## src/rtl/bsp_pkg.sv

```systemverilog
package bsp_pkg;

  // Configuration register indexes.
  localparam int unsigned REG_IDX_W = 2;
  localparam int unsigned CFG_DATA_W = 9;
  localparam logic [REG_IDX_W-1:0] REG_FRAME_WIDTH    = 2'd0;
  localparam logic [REG_IDX_W-1:0] REG_FRAME_HEIGHT   = 2'd1;
  localparam logic [REG_IDX_W-1:0] REG_DIFF_THRESHOLD = 2'd2;
  localparam logic [REG_IDX_W-1:0] REG_BLEND_WEIGHT   = 2'd3;

  // Field widths.
  localparam int unsigned PIX_W = 8;
  localparam int unsigned COL_W = 9;
  localparam int unsigned ROW_W = 8;
  localparam int unsigned WGT_W = 9;

  // Update arithmetic: every update is a 16-bit numerator over a 9-bit divisor.
  localparam int unsigned NUM_W = 16;
  localparam int unsigned DIV_W = 9;
  localparam int unsigned QUO_W = 8;
  localparam int unsigned DIV_STAGES = QUO_W / 2;

  localparam int unsigned OUT_DATA_W = 32;

  typedef enum logic [2:0] {
    MODE_COPY = 3'b001,
    MODE_MEAN = 3'b010,
    MODE_EMA  = 3'b100
  } upd_mode_t;

  typedef struct packed {
    upd_mode_t mode;
    logic      ready;
    logic      last;
  } pix_ctl_t;

  typedef struct packed {
    logic [PIX_W-1:0] pixel;
    logic [COL_W-1:0] col;
    logic [ROW_W-1:0] row;
    logic             ready;
    logic             last;
  } pix_meta_t;

endpackage

```

## src/rtl/bsp_div_stage.sv

```systemverilog
module bsp_div_stage #(
  parameter int unsigned AW = 17
) (
  input  logic                       clk,
  input  logic                       rst_n,
  input  logic                       in_valid,
  output logic                       in_ready,
  input  logic [bsp_pkg::DIV_W-1:0]  in_rem,
  input  logic [bsp_pkg::QUO_W-1:0]  in_num,
  input  logic [bsp_pkg::QUO_W-1:0]  in_quo,
  input  logic [bsp_pkg::DIV_W-1:0]  in_div,
  input  logic [AW-1:0]              in_addr,
  input  bsp_pkg::pix_meta_t         in_meta,
  output logic                       out_valid,
  input  logic                       out_ready,
  output logic [bsp_pkg::DIV_W-1:0]  out_rem,
  output logic [bsp_pkg::QUO_W-1:0]  out_num,
  output logic [bsp_pkg::QUO_W-1:0]  out_quo,
  output logic [bsp_pkg::DIV_W-1:0]  out_div,
  output logic [AW-1:0]              out_addr,
  output bsp_pkg::pix_meta_t         out_meta
);

  // One restoring step: returns {quotient bit, new remainder}.
  function automatic logic [bsp_pkg::DIV_W:0] div_step(
    input logic [bsp_pkg::DIV_W-1:0] rem,
    input logic                      nb,
    input logic [bsp_pkg::DIV_W-1:0] dv
  );
    logic [bsp_pkg::DIV_W:0] sh;
    logic [bsp_pkg::DIV_W:0] df;
    sh = {rem, nb};
    df = sh - {1'b0, dv};
    if (sh >= {1'b0, dv}) begin
      div_step = {1'b1, df[bsp_pkg::DIV_W-1:0]};
    end else begin
      div_step = {1'b0, sh[bsp_pkg::DIV_W-1:0]};
    end
  endfunction

  logic                      v_r;
  logic [bsp_pkg::DIV_W-1:0] rem_r, rem_nxt;
  logic [bsp_pkg::QUO_W-1:0] num_r, num_nxt;
  logic [bsp_pkg::QUO_W-1:0] quo_r, quo_nxt;
  logic [bsp_pkg::DIV_W-1:0] div_r;
  logic [AW-1:0]             addr_r;
  bsp_pkg::pix_meta_t        meta_r;
  logic [bsp_pkg::DIV_W:0]   step_a, step_b;

  assign in_ready = !v_r || out_ready;

  always_comb begin
    step_a  = div_step(in_rem, in_num[bsp_pkg::QUO_W-1], in_div);
    step_b  = div_step(step_a[bsp_pkg::DIV_W-1:0], in_num[bsp_pkg::QUO_W-2], in_div);
    rem_nxt = step_b[bsp_pkg::DIV_W-1:0];
    quo_nxt = {in_quo[bsp_pkg::QUO_W-3:0], step_a[bsp_pkg::DIV_W], step_b[bsp_pkg::DIV_W]};
    num_nxt = {in_num[bsp_pkg::QUO_W-3:0], 2'b00};
  end

  always_ff @(posedge clk) begin
    if (!rst_n) begin
      v_r <= 1'b0;
    end else if (in_ready) begin
      v_r <= in_valid;
    end
  end

  always_ff @(posedge clk) begin
    if (in_ready) begin
      rem_r  <= rem_nxt;
      num_r  <= num_nxt;
      quo_r  <= quo_nxt;
      div_r  <= in_div;
      addr_r <= in_addr;
      meta_r <= in_meta;
    end
  end

  assign out_valid = v_r;
  assign out_rem   = rem_r;
  assign out_num   = num_r;
  assign out_quo   = quo_r;
  assign out_div   = div_r;
  assign out_addr  = addr_r;
  assign out_meta  = meta_r;

endmodule

```

## config.mk

```make
export PLATFORM = sky130hd
export DESIGN_NAME = bsp_div_stage
export DESIGN_NICKNAME = d
export VERILOG_FILES = /design/src/rtl/bsp_pkg.sv /design/src/rtl/bsp_div_stage.sv
export SDC_FILE = /design/constraint.sdc
export NUM_CORES = 1
export LEC_CHECK = 0
export ABC_AREA = 1
export BUFFER_PORTS_ARGS = -buffer_cell sky130_fd_sc_hd__buf_2
export CORE_MARGIN = 8
export CORE_UTILIZATION = 40
export CTS_BUF_LIST = sky130_fd_sc_hd__clkbuf_8
export DETAILED_ROUTE_END_ITERATION = 16
export PLACE_DENSITY = 0.72
export SYNTH_ARGS = -nofsm -noshare
export SYNTH_HDL_FRONTEND = slang
export SYNTH_SLANG_ARGS = --single-unit
```

## constraint.sdc

```tcl
create_clock -name clk -period 3.2 [get_ports clk]
set_input_delay 0.64 -clock clk [delete_from_list [all_inputs] [get_ports clk]]
set_output_delay 0.64 -clock clk [all_outputs]
set_load 0.005 [all_outputs]
```

# After elaboration in Yosys (flattened, before gate mapping)
# Cells that the tools add are included.
# totals
in_bits,82
reg_bits,77
wordCells,19
# op_classes
add_sub_neg,2
muxes,2
n_reduce_logical,2
n_lt_le_gt_ge,2
# op_table
cell,count
$ge A10 B9 Y1,2
$mux W10,2
$sub A9 B9 Y9,2
$logic_not A1 Y1,1
$logic_or A1 B1 Y1,1

# Longest topological paths before layout
# depth
word_depth,4
mapped_depth,22

# Least setup slack after synthesis
# OpenSTA, ideal clock, no wires.
# synth_path
kind,input -> register
startpoint,input port in_num[7] in the netlist's numbering
endpoint,"register rem_r, in the netlist out_rem[6] (data pin)"
required_time_ns,2.948
arrival_ns,3.052
cell_stages,19
setup_slack_ns,-0.104
path_cell_list,inv_1 > ha_1 > inv_1 > fa_1 > nand2_2 > nand3_2 > nand2_4 > nand2_4 > nand2_1 > o21ai_2 > fa_1 > nand3_1 > nand2_2 > nand2_1 > nand2_1 > a21oi_4 > nand3_4 > nand2_1 > nand2_1
# synth_via
elab_chain_cells,4
elab_cells_between_ends,6
cone_classes,add/sub (2); order compare (2); mux (2)
# synth_rtl
element,line_no,source
from (decl),bsp_div_stage.sv:9,"input logic [bsp_pkg::QUO_W-1:0] in_num,"
$sub A9 B9 Y9 or $ge A10 B9 Y1 (tied branches),"bsp_div_stage.sv:33, bsp_div_stage.sv:34",
$mux W10 (*),bsp_div_stage.sv:34,"if (sh >= {1'b0, dv}) begin"
$sub A9 B9 Y9 or $ge A10 B9 Y1 (tied branches),"bsp_div_stage.sv:33, bsp_div_stage.sv:34",
$mux W10 (*),bsp_div_stage.sv:34,
"named net step_b, one bit",bsp_div_stage.sv:48,"logic [bsp_pkg::DIV_W:0] step_a, step_b;"
to (signal assigned),bsp_div_stage.sv:70,rem_r <= rem_nxt;
to (decl),bsp_div_stage.sv:42,"logic [bsp_pkg::DIV_W-1:0] rem_r, rem_nxt;"
# Mark *: on every way through the listed nets, which the timed path passes. The rest lies on a longest branch.
# A chain may end at the register's enable or synchronous reset.

# Worst setup path in the final report
# layout_path
startpoint,input port in_num[7] in the netlist's numbering
endpoint,"register rem_r, in the netlist out_rem[5] (data pin)"
# The elaborated chain is that of the path after synthesis.

==> flow_summary.json <==
{
  "outcome": "completed",
  "end_kind": "flop",
  "first_global_vias": 2944,
  "pwr-share-clk_pct": 25.4,
  "min_period_over_period_pct": 97.3,
  "antenna_found_initial": 0,
  "clk_path_buf_depth": 2,
  "timing.final.setup_violations": 0,
  "fp.dieArea_sq_um": 12400,
  "power.sequential.fraction_pct": 45.6,
  "cts_tree": "done",
  "vdd.ir_drop.worst_uv": 206,
  "sw_frac_of_total_pct": 28.3,
  "total_leakage_power_nw": 2.63,
  "synth-async-reset-ratio_pct": 0,
  "synth.yosys.seq_area_share_pct": 63.5,
  "min_path_type": "in -> reg",
  "yosysUniqueCellTypes": 31,
  "power_report.internal_total_mw": 1.99,
  "total_switching_power_mw": 0.785,
  "synth.top_cells.by_area": "sky130_fd_sc_hd__edfxtp_1, sky130_fd_sc_hd__nand2_1, sky130_fd_sc_hd__ha_1, sky130_fd_sc_hd__inv_1, sky130_fd_sc_hd__nand3_1",
  "final_critical_path_setup_slack_ns": 0.0863,
  "timing.final.crit_period_ns": 3.11,
  "gp_congestion": 0.831,
  "slowest_stage": "sky130_fd_sc_hd__fa_2",
  "cp_data_required_time_ns": 3.40,
  "arrival_time_worst_endpoint_ns": 3.31,
  "cts.reportedPaths.clkPinSlew_ns": 0.08,
  "regToRegSetupSlack_ns": 1.80,
  "worstPathBufferInverterCount": 3,
  "post_route_cells_drive_above_1_share_pct": 54.5,
  "critical_path_cell_by_cell": "buf_2 -> inv_2 -> ha_4 -> inv_2 -> fa_2 -> nand2_2 -> nand3_2 -> nand2_4 -> nand2_8 -> nand2_4 -> o21ai_4 -> fa_2 -> nand3_2 -> nand2_2 -> nand2_1 -> nand2_2 -> a21oi_4 -> nand2_4 -> nor2_8 -> nand2_1 -> nand2_1",
  "path_class": "in -> reg",
  "cp_top_family": "simple AND/OR/NAND/NOR gates",
  "fp.dieW_um": 111,
  "hold_viol": 0,
  "critical-path-max-stage-delay_ns": 0.40,
  "grt_max_degree": 35,
  "detail_route.first_pass.iterations": 4,
  "avgRoutedWirePerCell_um": 15.6,
  "synth_ff_type": "sky130_fd_sc_hd__edfxtp_1",
  "grt_usage_pct": 15.2,
  "cts_max_level": 3,
  "vias": 2969,
  "synth_largest_area_cell": "sky130_fd_sc_hd__edfxtp_1",
  "finalMaxSlewViolations": 0,
  "synth_area_sq_um": 3620,
  "n_antenna_cell": 0,
  "postSynthCellCount": 302,
  "pre_cts_slack_ns": -0.314,
  "final_util_pct": 61.3,
  "grt_pass1_wl_um": 15100,
  "most_common_library_cells_after_synthesis": "sky130_fd_sc_hd__nand2_1, sky130_fd_sc_hd__edfxtp_1, sky130_fd_sc_hd__inv_1",
  "synth-edff-count": 76,
  "fmax_mhz": 321,
  "crit_path_max_fanout": 10,
  "cts.sinks": 77,
  "synth_area_per_cell_sq_um": 12.0,
  "design_power_total_mw": 2.77,
  "drt_iter0_drc": 132,
  "layout.filler_cells": 743,
  "core_sq_um": 8760,
  "ys_ff_latch": 77,
  "drc_errors": 0,
  "place.detailed.hpwl_um": 7940,
  "cts-root-buf": "sky130_fd_sc_hd__clkbuf_8",
  "p_per_area_nw_per_um2": 516,
  "cap_viol_max_count": 0,
  "clock_skew_ns": 0.00537,
  "final_nets": 627,
  "layout_stage_area_growth_over_the_synthesis_result_pct": 48.3,
  "placement_stage_cell_area_sq_um": 4980,
  "pin_count": 162,
  "start_util_pct": 41.4,
  "final_cell_area_sq_um": 5380,
  "combPwrFrac_pct": 29.0,
  "synthesis.yosys.warnings": 0,
  "global_route.overflow_total": 0,
  "vias_per_cell": 4.65,
  "timing.critical_path.from_type": "input port",
  "floorplan.die.height_um": 111,
  "synth_most_common_cell": "sky130_fd_sc_hd__nand2_1",
  "num_rows": 34,
  "detail_route.wirelength_um": 9950,
  "postRouteAntennaNets": 0,
  "numCtsBuffers": 9,
  "port-buffer-count": 157,
  "insertion_delay_ns": 0.33,
  "synth.top_cell.area_share_pct": 63.0
}
==> final timing paths <==
path         startpoint            to  cells after the start
max reg2reg   out_valid    out_rem[1]                      2
max           in_num[7]    out_rem[5]                     21
min           in_num[1]    out_num[3]                      1
min reg2reg   out_valid  out_meta[22]                      1
==> state kept, by name, summed over array words and instances (netlist names) <==
| name | count |
|---|---|
| out_addr | 17 |
| out_div | 9 |
| out_meta | 27 |
| out_num | 6 |
| out_quo | 8 |
| out_rem | 9 |
| out_valid | 1 |
==> repair_timing <==
item / in CTS / in global routing
resized for setup: 0 / 30
hold buffers: 0 / 0
endpoints found under the setup margin: 0 / 9
buffers inserted: 0 / 5
==> logic make-up after synthesis <==
family                     Yosys count  synth area share, %
adders and majority gates           20                 7.32
buffers and inverters               44                 4.87
AOI/OAI and AO/OA                   15                 2.97
DFF                                 77                 63.5
and+or+nand+nor                    138                 19.5
xor gates and xnor gates             7                 1.69
other                                1                0.103
==> layer usage <==
layer | GRT usage (%) | part of all wire, % | wire (um) | vias up
li1 | - | - | - | 1478
met4 | 3.73 | 0.71 | 71 | 0
met2 | 26.8 | 52 | 5200 | 111
met5 | 0 | 0 | 0 | -
met1 | 17.1 | 39 | 3910 | 1374
met3 | 5.09 | 7.8 | 773 | 6
==> power by group through the flow <==
stage / Combinational (mW) / Clock [mW] / Sequential [mW]
5_1_grt: 0.891 / 0.769 / 1.28
6_report: 0.805 / 0.703 / 1.26
3_3_place_gp: 0.729 / 0 / 1.28
2_1_floorplan: 0.372 / 0 / 1.31
4_1_cts: 0.748 / 0.731 / 1.27
3_5_place_dp: 0.745 / 0 / 1.29
==> layout make-up <==
class	instances	area, sq um	area share [%]
flip-flops and latches	77	2300	42.8
inverters	41	154	2.86
clock buffers	9	124	2.30
repair buffers	212	1210	22.5
multi-input cells	184	1380	25.6
well taps	108	135	2.51
clock inverters	7	73.8	1.37
==> cells in the final DEF (no fill, tap or decap), drive strengths merged, types with 2 or more instances in the layout <==
cell	netlist	final
a21o	2	2
a21oi	8	8
a31oi	2	2
buf	3	212
clkbuf	0	9
clkinvlp	0	3
conb	1	2
edfxtp	76	76
fa	2	2
ha	18	18
inv	41	43
nand2	93	93
nand3	24	25
nand3b	2	2
nand4	5	5
nor2	11	12
o21ai	2	2
or2	2	2
xor2	6	6
==> metrics by stage <==
step | setup TNS, ns | instances | hold WS [ns]
floorplan | 0 | 303 | 0.739
global placement | -2.44 | 615 | 0.750
detailed placement | -2.91 | 615 | 0.772
CTS | 0 | 631 | 0.459
global route | -0.101 | 638 | 0.449
finish | 0 | 638 | 0.484
Power figures use the tool's default switching activity.
