==> src/rtl/bsp_pkg.sv <==
package bsp_pkg;

  // Configuration register indexes.
  localparam int unsigned REG_IDX_W = 2;
  localparam int unsigned CFG_DATA_W = 9;
  localparam logic [REG_IDX_W-1:0] REG_FRAME_WIDTH    = 2'd0;
  localparam logic [REG_IDX_W-1:0] REG_FRAME_HEIGHT   = 2'd1;
  localparam logic [REG_IDX_W-1:0] REG_DIFF_THRESHOLD = 2'd2;
  localparam logic [REG_IDX_W-1:0] REG_BLEND_WEIGHT   = 2'd3;

  // Field widths.
  localparam int unsigned PIX_W = 8;
  localparam int unsigned COL_W = 9;
  localparam int unsigned ROW_W = 8;
  localparam int unsigned WGT_W = 9;

  // Update arithmetic: every update is a 16-bit numerator over a 9-bit divisor.
  localparam int unsigned NUM_W = 16;
  localparam int unsigned DIV_W = 9;
  localparam int unsigned QUO_W = 8;
  localparam int unsigned DIV_STAGES = QUO_W / 2;

  localparam int unsigned OUT_DATA_W = 32;

  typedef enum logic [2:0] {
    MODE_COPY = 3'b001,
    MODE_MEAN = 3'b010,
    MODE_EMA  = 3'b100
  } upd_mode_t;

  typedef struct packed {
    upd_mode_t mode;
    logic      ready;
    logic      last;
  } pix_ctl_t;

  typedef struct packed {
    logic [PIX_W-1:0] pixel;
    logic [COL_W-1:0] col;
    logic [ROW_W-1:0] row;
    logic             ready;
    logic             last;
  } pix_meta_t;

endpackage

==> src/rtl/bsp_seq.sv <==
module bsp_seq #(
  parameter int unsigned MAX_WIDTH    = 320,
  parameter int unsigned MAX_HEIGHT   = 240,
  parameter int unsigned LEARN_FRAMES = 20,
  parameter int unsigned AW           = 17,
  parameter int unsigned FW           = 5
) (
  input  logic                       clk,
  input  logic                       rst_n,
  input  logic                       restart,
  input  logic                       step,
  input  logic [bsp_pkg::COL_W-1:0]  cfg_width,
  input  logic [bsp_pkg::ROW_W-1:0]  cfg_height,
  output logic [bsp_pkg::COL_W-1:0]  col,
  output logic [bsp_pkg::ROW_W-1:0]  row,
  output logic [AW-1:0]              addr,
  output logic [FW-1:0]              frames,
  output bsp_pkg::pix_ctl_t          ctl
);

  localparam int unsigned COL_LIM = (1 << bsp_pkg::COL_W) - 1;
  localparam int unsigned ROW_LIM = (1 << bsp_pkg::ROW_W) - 1;
  localparam int unsigned MAX_W_LIM = (MAX_WIDTH > COL_LIM) ? COL_LIM : MAX_WIDTH;
  localparam int unsigned MAX_H_LIM = (MAX_HEIGHT > ROW_LIM) ? ROW_LIM : MAX_HEIGHT;
  localparam logic [bsp_pkg::COL_W-1:0] MAX_W_C = MAX_W_LIM[bsp_pkg::COL_W-1:0];
  localparam logic [bsp_pkg::ROW_W-1:0] MAX_H_C = MAX_H_LIM[bsp_pkg::ROW_W-1:0];
  localparam logic [FW-1:0] LEARN_C    = LEARN_FRAMES[FW-1:0];
  localparam logic [FW-1:0] LEARN_M1_C = LEARN_C - 1'b1;

  logic [bsp_pkg::COL_W-1:0] col_r, col_nxt, w_eff;
  logic [bsp_pkg::ROW_W-1:0] row_r, row_nxt, h_eff;
  logic [AW-1:0]             addr_r, addr_nxt;
  logic [FW-1:0]             frames_r, frames_nxt;
  logic                      col_last, row_last;

  // Out-of-range frame sizes: zero acts as one, oversize acts as the maximum.
  always_comb begin
    if (cfg_width == '0) begin
      w_eff = {{(bsp_pkg::COL_W-1){1'b0}}, 1'b1};
    end else if (cfg_width > MAX_W_C) begin
      w_eff = MAX_W_C;
    end else begin
      w_eff = cfg_width;
    end
    if (cfg_height == '0) begin
      h_eff = {{(bsp_pkg::ROW_W-1){1'b0}}, 1'b1};
    end else if (cfg_height > MAX_H_C) begin
      h_eff = MAX_H_C;
    end else begin
      h_eff = cfg_height;
    end
  end

  assign col_last = (col_r == w_eff - 1'b1);
  assign row_last = (row_r == h_eff - 1'b1);

  always_comb begin
    col_nxt    = col_r;
    row_nxt    = row_r;
    addr_nxt   = addr_r;
    frames_nxt = frames_r;
    if (step) begin
      if (col_last) begin
        col_nxt = '0;
        if (row_last) begin
          row_nxt  = '0;
          addr_nxt = '0;
          if (frames_r != LEARN_C) begin
            frames_nxt = frames_r + 1'b1;
          end
        end else begin
          row_nxt  = row_r + 1'b1;
          addr_nxt = addr_r + 1'b1;
        end
      end else begin
        col_nxt  = col_r + 1'b1;
        addr_nxt = addr_r + 1'b1;
      end
    end
  end

  always_ff @(posedge clk) begin
    if (!rst_n || restart) begin
      col_r    <= '0;
      row_r    <= '0;
      addr_r   <= '0;
      frames_r <= '0;
    end else begin
      col_r    <= col_nxt;
      row_r    <= row_nxt;
      addr_r   <= addr_nxt;
      frames_r <= frames_nxt;
    end
  end

  assign col    = col_r;
  assign row    = row_r;
  assign addr   = addr_r;
  assign frames = frames_r;

  // The counter saturates at the learning length (blend mode); ready starts a frame earlier.
  always_comb begin
    if (frames_r == '0) begin
      ctl.mode = bsp_pkg::MODE_COPY;
    end else if (frames_r != LEARN_C) begin
      ctl.mode = bsp_pkg::MODE_MEAN;
    end else begin
      ctl.mode = bsp_pkg::MODE_EMA;
    end
    ctl.ready = (frames_r >= LEARN_M1_C);
    ctl.last  = col_last && row_last;
  end

endmodule

==> config.mk <==
export PLATFORM = sky130hd
export DESIGN_NAME = bsp_seq
export DESIGN_NICKNAME = d
export VERILOG_FILES = /design/src/rtl/bsp_pkg.sv /design/src/rtl/bsp_seq.sv
export SDC_FILE = /design/constraint.sdc
export NUM_CORES = 1
export LEC_CHECK = 0
export BUFFER_PORTS_ARGS = -buffer_cell sky130_fd_sc_hd__buf_2
export CELL_PAD_IN_SITES_DETAIL_PLACEMENT = 1
export CELL_PAD_IN_SITES_GLOBAL_PLACEMENT = 1
export CORE_MARGIN = 8
export CORE_UTILIZATION = 42
export CTS_BUF_LIST = sky130_fd_sc_hd__clkbuf_16
export CTS_CLUSTER_DIAMETER = 40
export CTS_CLUSTER_SIZE = 25
export DETAILED_ROUTE_END_ITERATION = 8
export PLACE_DENSITY_LB_ADDON = 0.1
export SYNTH_ARGS = -nofsm -noshare
export SYNTH_HDL_FRONTEND = slang
export SYNTH_SLANG_ARGS = --single-unit
==> constraint.sdc <==
create_clock -name clk -period 10.9 [get_ports clk]
set_input_delay 2.18 -clock clk [delete_from_list [all_inputs] [get_ports clk]]
set_output_delay 2.18 -clock clk [all_outputs]
set_load 0.01 [all_outputs]
== After elaboration in Yosys (flattened, before gate mapping) ==
Index checks and enable logic that the tools add are counted.
Storage, ports and cells
  word-level logic and storage cells: 34
  input port bits: 21
  output and inout port bits: 44
  register bits: 39
Operators by class
  equal/unequal tests: 3
  add/subtract/negate cells: 6
  reduce and logical (&&, ||, !) cells: 8
  order comparisons: 3
  muxes and demuxes: 10
Operators with widths (number)
  $mux W17: 2
  $mux W9: 3
  $mux W8: 3
  $add A17 B1 Y17 const B: 1
  $add A9 B1 Y9 const B: 1
  $eq A9 B9 Y1: 1
  $gt A9 B9 Y1 const B: 1
  $logic_not A9 Y1: 1
  $sub A9 B1 Y9 const B: 1
  $add A8 B1 Y8 const B: 1
  $eq A8 B8 Y1: 1
  $gt A8 B8 Y1 const B: 1
  $logic_not A8 Y1: 1
  $sub A8 B1 Y8 const B: 1
  $mux W3: 2
  $add A5 B1 Y5 const B: 1
  $ge A5 B5 Y1 const B: 1
  $logic_not A5 Y1: 1
  $ne A5 B5 Y1 const B: 1
  $reduce_and A4 Y1: 1
  $reduce_and A2 Y1: 1
  $logic_and A1 B1 Y1: 1
  $logic_not A1 Y1: 1
  $logic_or A1 B1 Y1: 1

== Depth between registers and ports, before layout ==
Gate-level depths: netlist of the first run.
  word-level depth: 7
  gate-level depth with buffers: 13

== Worst setup path before layout of the first run ==
OpenSTA, ideal clock, no wires.
  kind: input -> output
  start: input port cfg_width[5] (netlist bit)
  end: output port ctl[0] (netlist bit)
  arrival: 4679 ps
  path slack: 4041 ps
  stages: 11
  data required time: 8720 ps
  path through: clkbuf_1 -> nor2_1 -> a41o_1 -> nand2_1 -> ha_1 -> nor3b_1 -> nand4_1 -> a221oi_1 -> o2111ai_1 -> nor3_1 -> and2_1
RTL lines
  start, declared: RTL line bsp_seq.sv:12  | input logic [bsp_pkg::COL_W-1:0] cfg_width,
  end, declared: RTL line bsp_seq.sv:18  | output bsp_pkg::pix_ctl_t ctl

==> flow_summary_export.csv, run 1 <==
group,metric,value,unit
outcome,status,"completed",
synthesis,synth-simple-area-share,32.53,%
clocking,cts_tree,"built",
power_and_ir_drop,peakVddDrop,81.09,uV
floorplan,io_pins,65,
timing,min_period_over_period,68.22,%
timing,setup_viol,0,
global_routing,overflow,0,
cells_and_area,fin_area,3257,um2
synthesis,synth_edf_count,0,
floorplan,fp.coreArea,6277,um2
clocking,post-cts-setup-buffer-count,0,
critical_path,endpoint_kind,"output pin",
drt,vias_per_cell,5.786,
synthesis,ys_async_sr_fraction,0,%
power_and_ir_drop,power_leakage,0.001348,uW
synthesis,syn-cell-area,2696,um2
critical_path,rr_worst_depth,7,
cells_and_area,area_growth_syn_to_layout,20.79,%
min_path,hold_path.class,"reg2reg",
floorplan,num_rows,29,
clocking,clkTransAtPathRegs,0.06,ns
timing,hold_viol_final,0,
clocking,cts_max_level,2,
cells_and_area,drive_gt1_share,20.80,%
synthesis,synth_most_common_cell,"nor2_1",
clocking,clock_path_buffers,2,
timing,rsz0062_at_grt,"no",
synthesis,seq_area_frac_synth,28.96,%
timing,fin_ws,3.464,ns
floorplan,initial_utilization,42.95,%
synthesis,netlist.area_leader.share,28.96,%
synthesis,muxShareOfSynthArea,1.903,%
timing,fin_skew,0.004842,ns
synthesis,ys.flop_type,"dfxtp_1",
drt,routed_wl,8044,um
synthesis,synth_fa_ha_area_share,3.248,%
synthesis,synth_top_family_by_area,"simple AND/OR/NAND/NOR gates",
placement,dp_hpwl,6080,um
floorplan,fp.dieArea,9240,um2
global_routing,grt_pass1_wl,13620,um
synthesis,syn_nets,366,
synthesis,synth-seq-cells,39,
drt,ant_nets,0,
synthesis,synth_common_cells,"nor2_1 (40), dfxtp_1 (39), xor2_1 (22)",
synthesis,yosys-top-cells-area,"dfxtp_1 (29%), xor2_1 (7.1%), nor2_1 (5.6%), xnor2_1 (5.5%), nand4_1 (3.7%)",
cells_and_area,n_fill_cell,830,
drt,firstDrtPassIters,4,
synthesis,ys_types,59,
critical_path,critPathKind,"in2out",
placement,detailed_place.area,3068,um2
drt,num_vias,2754,
floorplan,die_width,96.13,um
synthesis,synth_compound_area_share,17.91,%
min_path,hold_path.startpoint,"frames[0]",
placement,pre_cts_ws,3.561,ns
critical_path,cp.required,8.72,ns
power_and_ir_drop,total_power,375.6,uW
placement,gp_congestion,0.7937,
min_path,hold_end,"frames[0]",
synthesis,yosysWarnings,0,
timing,worstMarginPinSlew,0.8070,ns
placement,port_buffers,64,
clocking,clock-sinks,39,
synthesis,synth_xor_area_share,12.67,%
run,drv_cap,0,
critical_path,rr_endpoint,"frames[4]",
critical_path,r2r-start,"col[2]",
clocking,clock_latency,0.28,ns
synthesis,synth.avg_cell_area,7.977,um2
floorplan,die_y,96.13,um
drt,route.detailed.drc,0,
clocking,cts_made_buffers,5,
timing,fmax,0.1345,GHz
cells_and_area,antennaDiodeCount,0,
timing,timing.hold.ws,0.5180,ns
timing,fin_crit,7.436,ns
clocking,cts.repair.resized,0,
global_routing,track_usage,18.08,%
min_path,min_path_cells,2,
drt,drt_iter0_drc,128,
critical_path,critical_path_arrival,5.26,ns
synthesis,syn_inst,338,
power_and_ir_drop,p_per_area,115.3,nW/um2
clocking,postCtsHoldBufs,0,
clocking,root_buffer,"clkbuf_16",
critical_path,r2r_slack,8.16,ns
drt,wire_per_inst,16.90,um
cells_and_area,nNetsFinal,426,
critical_path,cp_max_fo,16,
global_routing,grt_max_degree,25,
critical_path,start_kind,"input pin",
global_routing,antenna_found_initial,0,
synthesis,synth_top_cell_by_area,"dfxtp_1",
timing,max_slew_margin,45.70,%
timing,slew_violations,0,
global_routing,grt_pass1_vias,2874,
timing,fin_tns_setup,0,ns
final cells by class:
type	instances	area (um2)	area share (%)
clock buffers	5	125.1	3.842
clock inverters	3	63.81	1.959
inverters	8	30.03	0.9220
multi-input cells	280	1841	56.51
flip-flops and latches	39	780.7	23.97
well taps	77	96.34	2.958
repair buffers	64	320.3	9.835
cell usage in the layout, fill, tap and decap left out, types with 8 or more instances in the layout:
master and n:
nand2_1 20, xor2_1 22, nor2b_1 8, and3_1 10
dfxtp_1 39, nand4_1 16, inv_1 8, a21oi_1 16
nor2_1 40, nor3_1 8, xnor2_1 17, buf_2 64
nand3_1 19
worst max path at each step:
| stage | start | end | slack (ns) | cells after the start |
|---|---|---|---|---|
| after floorplan | cfg_width[5] | ctl[0] | 4.04 | 11 |
| after global placement | cfg_width[7] | ctl[0] | 3.65 | 12 |
| after detailed placement | cfg_width[7] | ctl[0] | 3.56 | 12 |
| after CTS | cfg_width[7] | ctl[0] | 3.48 | 12 |
| after global routing | cfg_width[7] | ctl[0] | 3.11 | 12 |
| final | cfg_width[7] | ctl[0] | 3.46 | 12 |
state kept, by name, indices dropped and copies added (netlist names):
signal  flops
row         8
col         9
frames      5
addr       17
per-layer routing:
metal | part of all wire, % | wire, um | vias up | GRT usage [%]
li1 | - | - | 1377 | -
met1 | 45 | 3654 | 1308 | 22.68
met2 | 47 | 3815 | 57 | 29.85
met3 | 5.5 | 441 | 12 | 3.822
met4 | 1.6 | 132 | 0 | 6.274
met5 | 0 | 0 | - | 0
logic make-up (layout without fill, tap and decap cells):
logic type,count (synthesis),count (layout)
simple gates,161,161
compound gates,68,68
xor+xnor,39,39
flops,39,39
buf+inv,19,80
fa+ha+maj,7,7
mux,5,5
critical path, cell delays in order:
cell       delay (ns)
buf_2            0.25
nor2_1           0.18
a41o_1           0.24
nand2_1          0.08
ha_1             0.28
nor3b_1          0.52
nand4_1          0.17
a221oi_1         0.36
o2111ai_1        0.31
nor3_1           0.35
and2_1           0.20
buf_2            0.14
where the power goes:
part           switching [uW]  internal, uW  leakage, uW
combinational            26.7          15.7     0.000939
clock                    58.7           130    0.0000952
sequential               1.07           143     0.000314
total                    86.5           289      0.00135
through the flow:
stage               util, %  cells
CTS                   51.88    476
floorplan                 -    338
global route          51.88    476
detailed placement    48.87    468
global placement      48.87    468
finish                51.88    476
(Power assumes the default switching activity.)
==> inputs of run 2 (changes only) <==
CORE_UTILIZATION = 35   (was 42)
clock period = 6.36 ns   (was 10.9 ns; I/O delays follow)
==> flow_summary_export.csv, run 2 (synthesis results as in run 1) <==
group,metric,value,unit
timing,min_period_over_period,87.36,%
run,drv_cap,0,
cells_and_area,nNetsFinal,426,
clocking,root_buffer,"clkbuf_16",
cells_and_area,area_growth_syn_to_layout,20.32,%
critical_path,critical_path_arrival,4.28,ns
floorplan,fp.dieArea,10770,um2
placement,gp_congestion,0.7638,
floorplan,io_pins,65,
clocking,cts_tree,"built",
drt,route.detailed.drc,0,
cells_and_area,fin_area,3244,um2
timing,fin_skew,0.005005,ns
drt,vias_per_cell,5.441,
placement,dp_hpwl,6101,um
drt,firstDrtPassIters,5,
clocking,clock_latency,0.28,ns
cells_and_area,largest_register_ffs,17,
timing,slew_violations,0,
global_routing,use_met2,22.73,%
power_and_ir_drop,p_per_area,173.8,nW/um2
global_routing,use_met3,3.098,%
placement,port_buffers,64,
clocking,cts.repair.resized,0,
timing,fmax,0.1800,GHz
global_routing,grt_max_degree,25,
floorplan,die_y,103.8,um
timing,worstMarginPinSlew,0.7788,ns
clocking,post-cts-setup-buffer-count,0,
floorplan,fp.coreArea,7607,um2
cells_and_area,layout_commonest_cell,"buf_2",
cells_and_area,layout_common_cells,"buf_2 (64), nor2_1 (40), dfxtp_1 (39)",
outcome,status,"completed",
global_routing,grt_use_met1,19.41,%
clocking,postCtsHoldBufs,0,
cells_and_area,antennaDiodeCount,0,
global_routing,overflow,0,
global_routing,track_usage,14.39,%
critical_path,endpoint_kind,"output pin",
timing,fin_crit,5.556,ns
drt,ant_nets,0,
cells_and_area,drive_gt1_share,20.80,%
floorplan,die_width,103.8,um
global_routing,grt_pass1_vias,2767,
critical_path,start_kind,"input pin",
timing,rsz0062_at_grt,"no",
placement,detailed_place.area,3099,um2
clocking,clock-sinks,39,
critical_path,cp.required,5.09,ns
power_and_ir_drop,power_leakage,0.001320,uW
drt,wire_per_inst,15.53,um
global_routing,grt_pass1_wl,13540,um
critical_path,critPathKind,"in2out",
global_routing,grt-busiest-layer,"met2",
timing,fin_tns_setup,0,ns
timing,hold_viol_final,0,
clocking,cts_max_level,2,
critical_path,rr_worst_depth,7,
power_and_ir_drop,peakVddDrop,95.38,uV
clocking,clock_path_buffers,2,
min_path,hold_path.class,"reg2reg",
drt,drt_iter0_drc,91,
timing,setup_viol,0,
drt,routed_wl,7780,um
global_routing,antenna_found_initial,0,
floorplan,num_rows,32,
floorplan,initial_utilization,35.44,%
clocking,cts_made_buffers,5,
power_and_ir_drop,total_power,564.0,uW
critical_path,cp_max_fo,16,
drt,num_vias,2726,
min_path,min_path_cells,2,
clocking,clkTransAtPathRegs,0.06,ns
timing,max_slew_margin,47.60,%
[run 2: worst max-delay path, cell delays in order]
cell	delay [ns]
buf_2	0.24
nor2_1	0.17
a41o_1	0.24
nand2_1	0.08
ha_1	0.28
nor3b_1	0.49
nand4_1	0.16
a221oi_1	0.36
o2111ai_1	0.30
nor3_1	0.33
and2_1	0.21
buf_2	0.15
[run 2: final timing paths]
check | from | end | slack [ns]
worst max register to register | col[2] | frames[4] | 3.66
worst min-delay path | frames[1] | frames[1] | 0.52
worst max-delay path | cfg_width[7] | ctl[0] | 0.80
worst min register to register | frames[1] | frames[1] | 0.52
[run 2: final cells by class]
cell class	count	area (um2)
clock buffer	5	125.1
multi-input combinational	280	1841
timing repair buffer	64	320.3
sequential	39	780.7
tap	102	127.6
fill	987	4363
clock inverter	3	20.02
inverter	8	30.03
[run 2: per-layer routing]
metal  vias up  routed length [um]
li1       1375                   -
met1      1301                3951
met2        44                3472
met3         6                 295
met4         0                  61
met5         -                   0
[run 2: stage by stage]
stage          setup slack, ns  utilization (%)  std cells  hold WS [ns]
3_5_place_dp            0.8268            40.74        493        0.5023
4_1_cts                 0.8065            42.65        501        0.5282
6_report                0.8037            42.65        501        0.5165
5_1_grt                 0.3959            42.65        501        0.5595
3_3_place_gp            0.9183            40.74        493        0.4977
2_1_floorplan            1.317                -        338        0.5194
[run 2: report_power, final]
group	internal (uW)	leakage [uW]	switching [uW]
registers	245	0.000314	1.78
logic	26.8	0.000939	45.4
clock network	144	0.0000674	100
==> inputs of run 3 (changes only) <==
CELL_PAD_IN_SITES_DETAIL_PLACEMENT = 0   (was 1)
CORE_UTILIZATION = 42   (was 35)
CTS_CLUSTER_SIZE = 40   (was 25)
clock period = 7.1 ns   (was 6.36 ns; I/O delays follow)
==> flow_summary_export.csv, run 3 (synthesis results as in run 1) <==
group,metric,value,unit
outcome,status,"completed",
global_routing,grt_max_degree,25,
power_and_ir_drop,power_switching,126.7,uW
placement,pre_cts_ws,1.322,ns
cells_and_area,antennaDiodeCount,0,
drt,route.detailed.drc,0,
clocking,clock-sinks,39,
critical_path,endpoint_kind,"output pin",
timing,fin_ws,1.300,ns
clocking,clock_latency,0.28,ns
critical_path,cp_max_fo,16,
drt,vias_per_cell,5.501,
timing,worstMarginPinSlew,0.8021,ns
cells_and_area,drive_gt1_share,20.85,%
placement,detailed_place.area,3068,um2
timing,setup_viol,0,
critical_path,cp_top_family,"simple AND/OR/NAND/NOR gates",
critical_path,critical_path_arrival,4.38,ns
cells_and_area,nNetsFinal,426,
timing,timing.hold.ws,0.5128,ns
min_path,hold_path.class,"reg2reg",
power_and_ir_drop,peakVddDrop,99.99,uV
placement,placedCellCount,468,
critical_path,cp.required,5.68,ns
floorplan,initial_utilization,42.95,%
critical_path,critPathMostFrequentCell,"buf_2",
placement,gp_congestion,0.7937,
floorplan,fp.coreArea,6277,um2
power_and_ir_drop,intPower,407.2,uW
cells_and_area,layout_common_cells,"buf_2 (64), nor2_1 (40), dfxtp_1 (39)",
timing,max_slew_margin,46.03,%
global_routing,grt_pass1_wl,11850,um
global_routing,use_met3,4.914,%
cells_and_area,layout_commonest_cell,"buf_2",
drt,wire_per_inst,14.57,um
drt,routed_wl,6922,um
global_routing,grt_use_met1,20.66,%
timing,fin_skew,0.004696,ns
drt,drt_iter0_drc,124,
critical_path,critPathKind,"in2out",
power_and_ir_drop,pwr-share-comb,11.9,%
global_routing,antenna_found_initial,0,
timing,fmax,0.1724,GHz
cells_and_area,layout.cells.non_filler,475,
cells_and_area,fin_area,3231,um2
clocking,post-cts-setup-buffer-count,0,
clocking,cts_tree,"built",
timing,fin_crit,5.800,ns
global_routing,grt_pass1_vias,2533,
placement,port_buffers,64,
floorplan,fp.dieArea,9240,um2
floorplan,io_pins,65,
critical_path,slowest_stage,"nor3b_1",
global_routing,grt-busiest-layer,"met2",
drt,firstDrtPassIters,4,
clocking,clock_path_buffers,2,
placement,dp_hpwl,5262,um
global_routing,use_met2,24.29,%
drt,num_vias,2613,
critical_path,start_kind,"input pin",
power_and_ir_drop,pwr-share-clk,46.7,%
power_and_ir_drop,p_per_area,165.3,nW/um2
timing,fin_tns_setup,0,ns
critical_path,worstPathCellList,"buf_2 > nor2_1 > a41o_1 > nand2_1 > ha_1 > nor3b_1 > nand4_1 > a221oi_1 > o2111ai_1 > nor3_1 > and2_1 > buf_2",
power_and_ir_drop,power_leakage,0.001329,uW
floorplan,die_y,96.13,um
clocking,postCtsHoldBufs,0,
global_routing,overflow,0,
drt,ant_nets,0,
global_routing,track_usage,15.66,%
critical_path,cpPeakStageDelay,0.48,ns
clocking,clkTransAtPathRegs,0.05,ns
clocking,cts_max_level,2,
power_and_ir_drop,netSwitchingFraction,23.73,%
timing,rsz0062_at_grt,"no",
timing,hold_viol_final,0,
clocking,root_buffer,"clkbuf_16",
cells_and_area,area_growth_syn_to_layout,19.81,%
run,drv_cap,0,
timing,slew_violations,0,
cells_and_area,largest_register_ffs,17,
power_and_ir_drop,power_frac_seq,41.4,%
clocking,cts.repair.resized,0,
critical_path,path_buf_inv,2,
timing,min_period_over_period,81.69,%
clocking,cts_made_buffers,5,
floorplan,die_width,96.13,um
floorplan,num_rows,29,
[run 3: cell count changes in the layout (fill, tap and decap cells not counted), sizes merged]
cell    delta
clkinv     -2
bufinv     +1
[run 3: worst min-delay path, cell delays in order (launching register included)]
cell	delay (ns)
dfxtp_1	0.33
nand3_1	0.08
o21ai_1	0.05
[run 3: worst paths after layout]
| check | startpoint | to | slack (ns) | cells after the start |
|---|---|---|---|---|
| worst max-delay path | cfg_width[7] | ctl[0] | 1.30 | 12 |
| worst min-delay path | addr[1] | addr[1] | 0.51 | 2 |
| worst max register to register | col[2] | frames[4] | 4.47 | 7 |
| worst min register to register | addr[1] | addr[1] | 0.51 | 2 |
[run 3: cell type report]
| class | count | area, um2 |
|---|---|---|
| Clock buffer | 5 | 125.1 |
| Fill cell | 635 | 3047 |
| Timing Repair Buffer | 64 | 320.3 |
| Tap cell | 77 | 96.34 |
| Inverter | 8 | 30.03 |
| Sequential cell | 39 | 780.7 |
| Clock inverter | 2 | 37.54 |
| Multi-Input combinational cell | 280 | 1841 |
[run 3: power groups by stage]
stage,Combinational (uW),Clock (uW),Sequential (uW)
after floorplan,42.9,0,226
after global placement,62.4,0,226
after detailed placement,63.0,0,226
after CTS,63.2,256,221
after global routing,71.1,266,221
final,63.3,249,221
[run 3: stage by stage]
step	total power, uW	util [%]
after floorplan	268.9	-
after global placement	288.4	48.87
after detailed placement	289.0	48.87
after CTS	540.3	51.47
after global routing	558.0	51.47
final	533.9	51.47
[run 3: layer usage]
metal  share of wire (%)  up-vias
met3                 5.6        2
met1                  50     1182
met4                0.48        0
met5                   0        -
met2                  44       51
li1                    -     1378
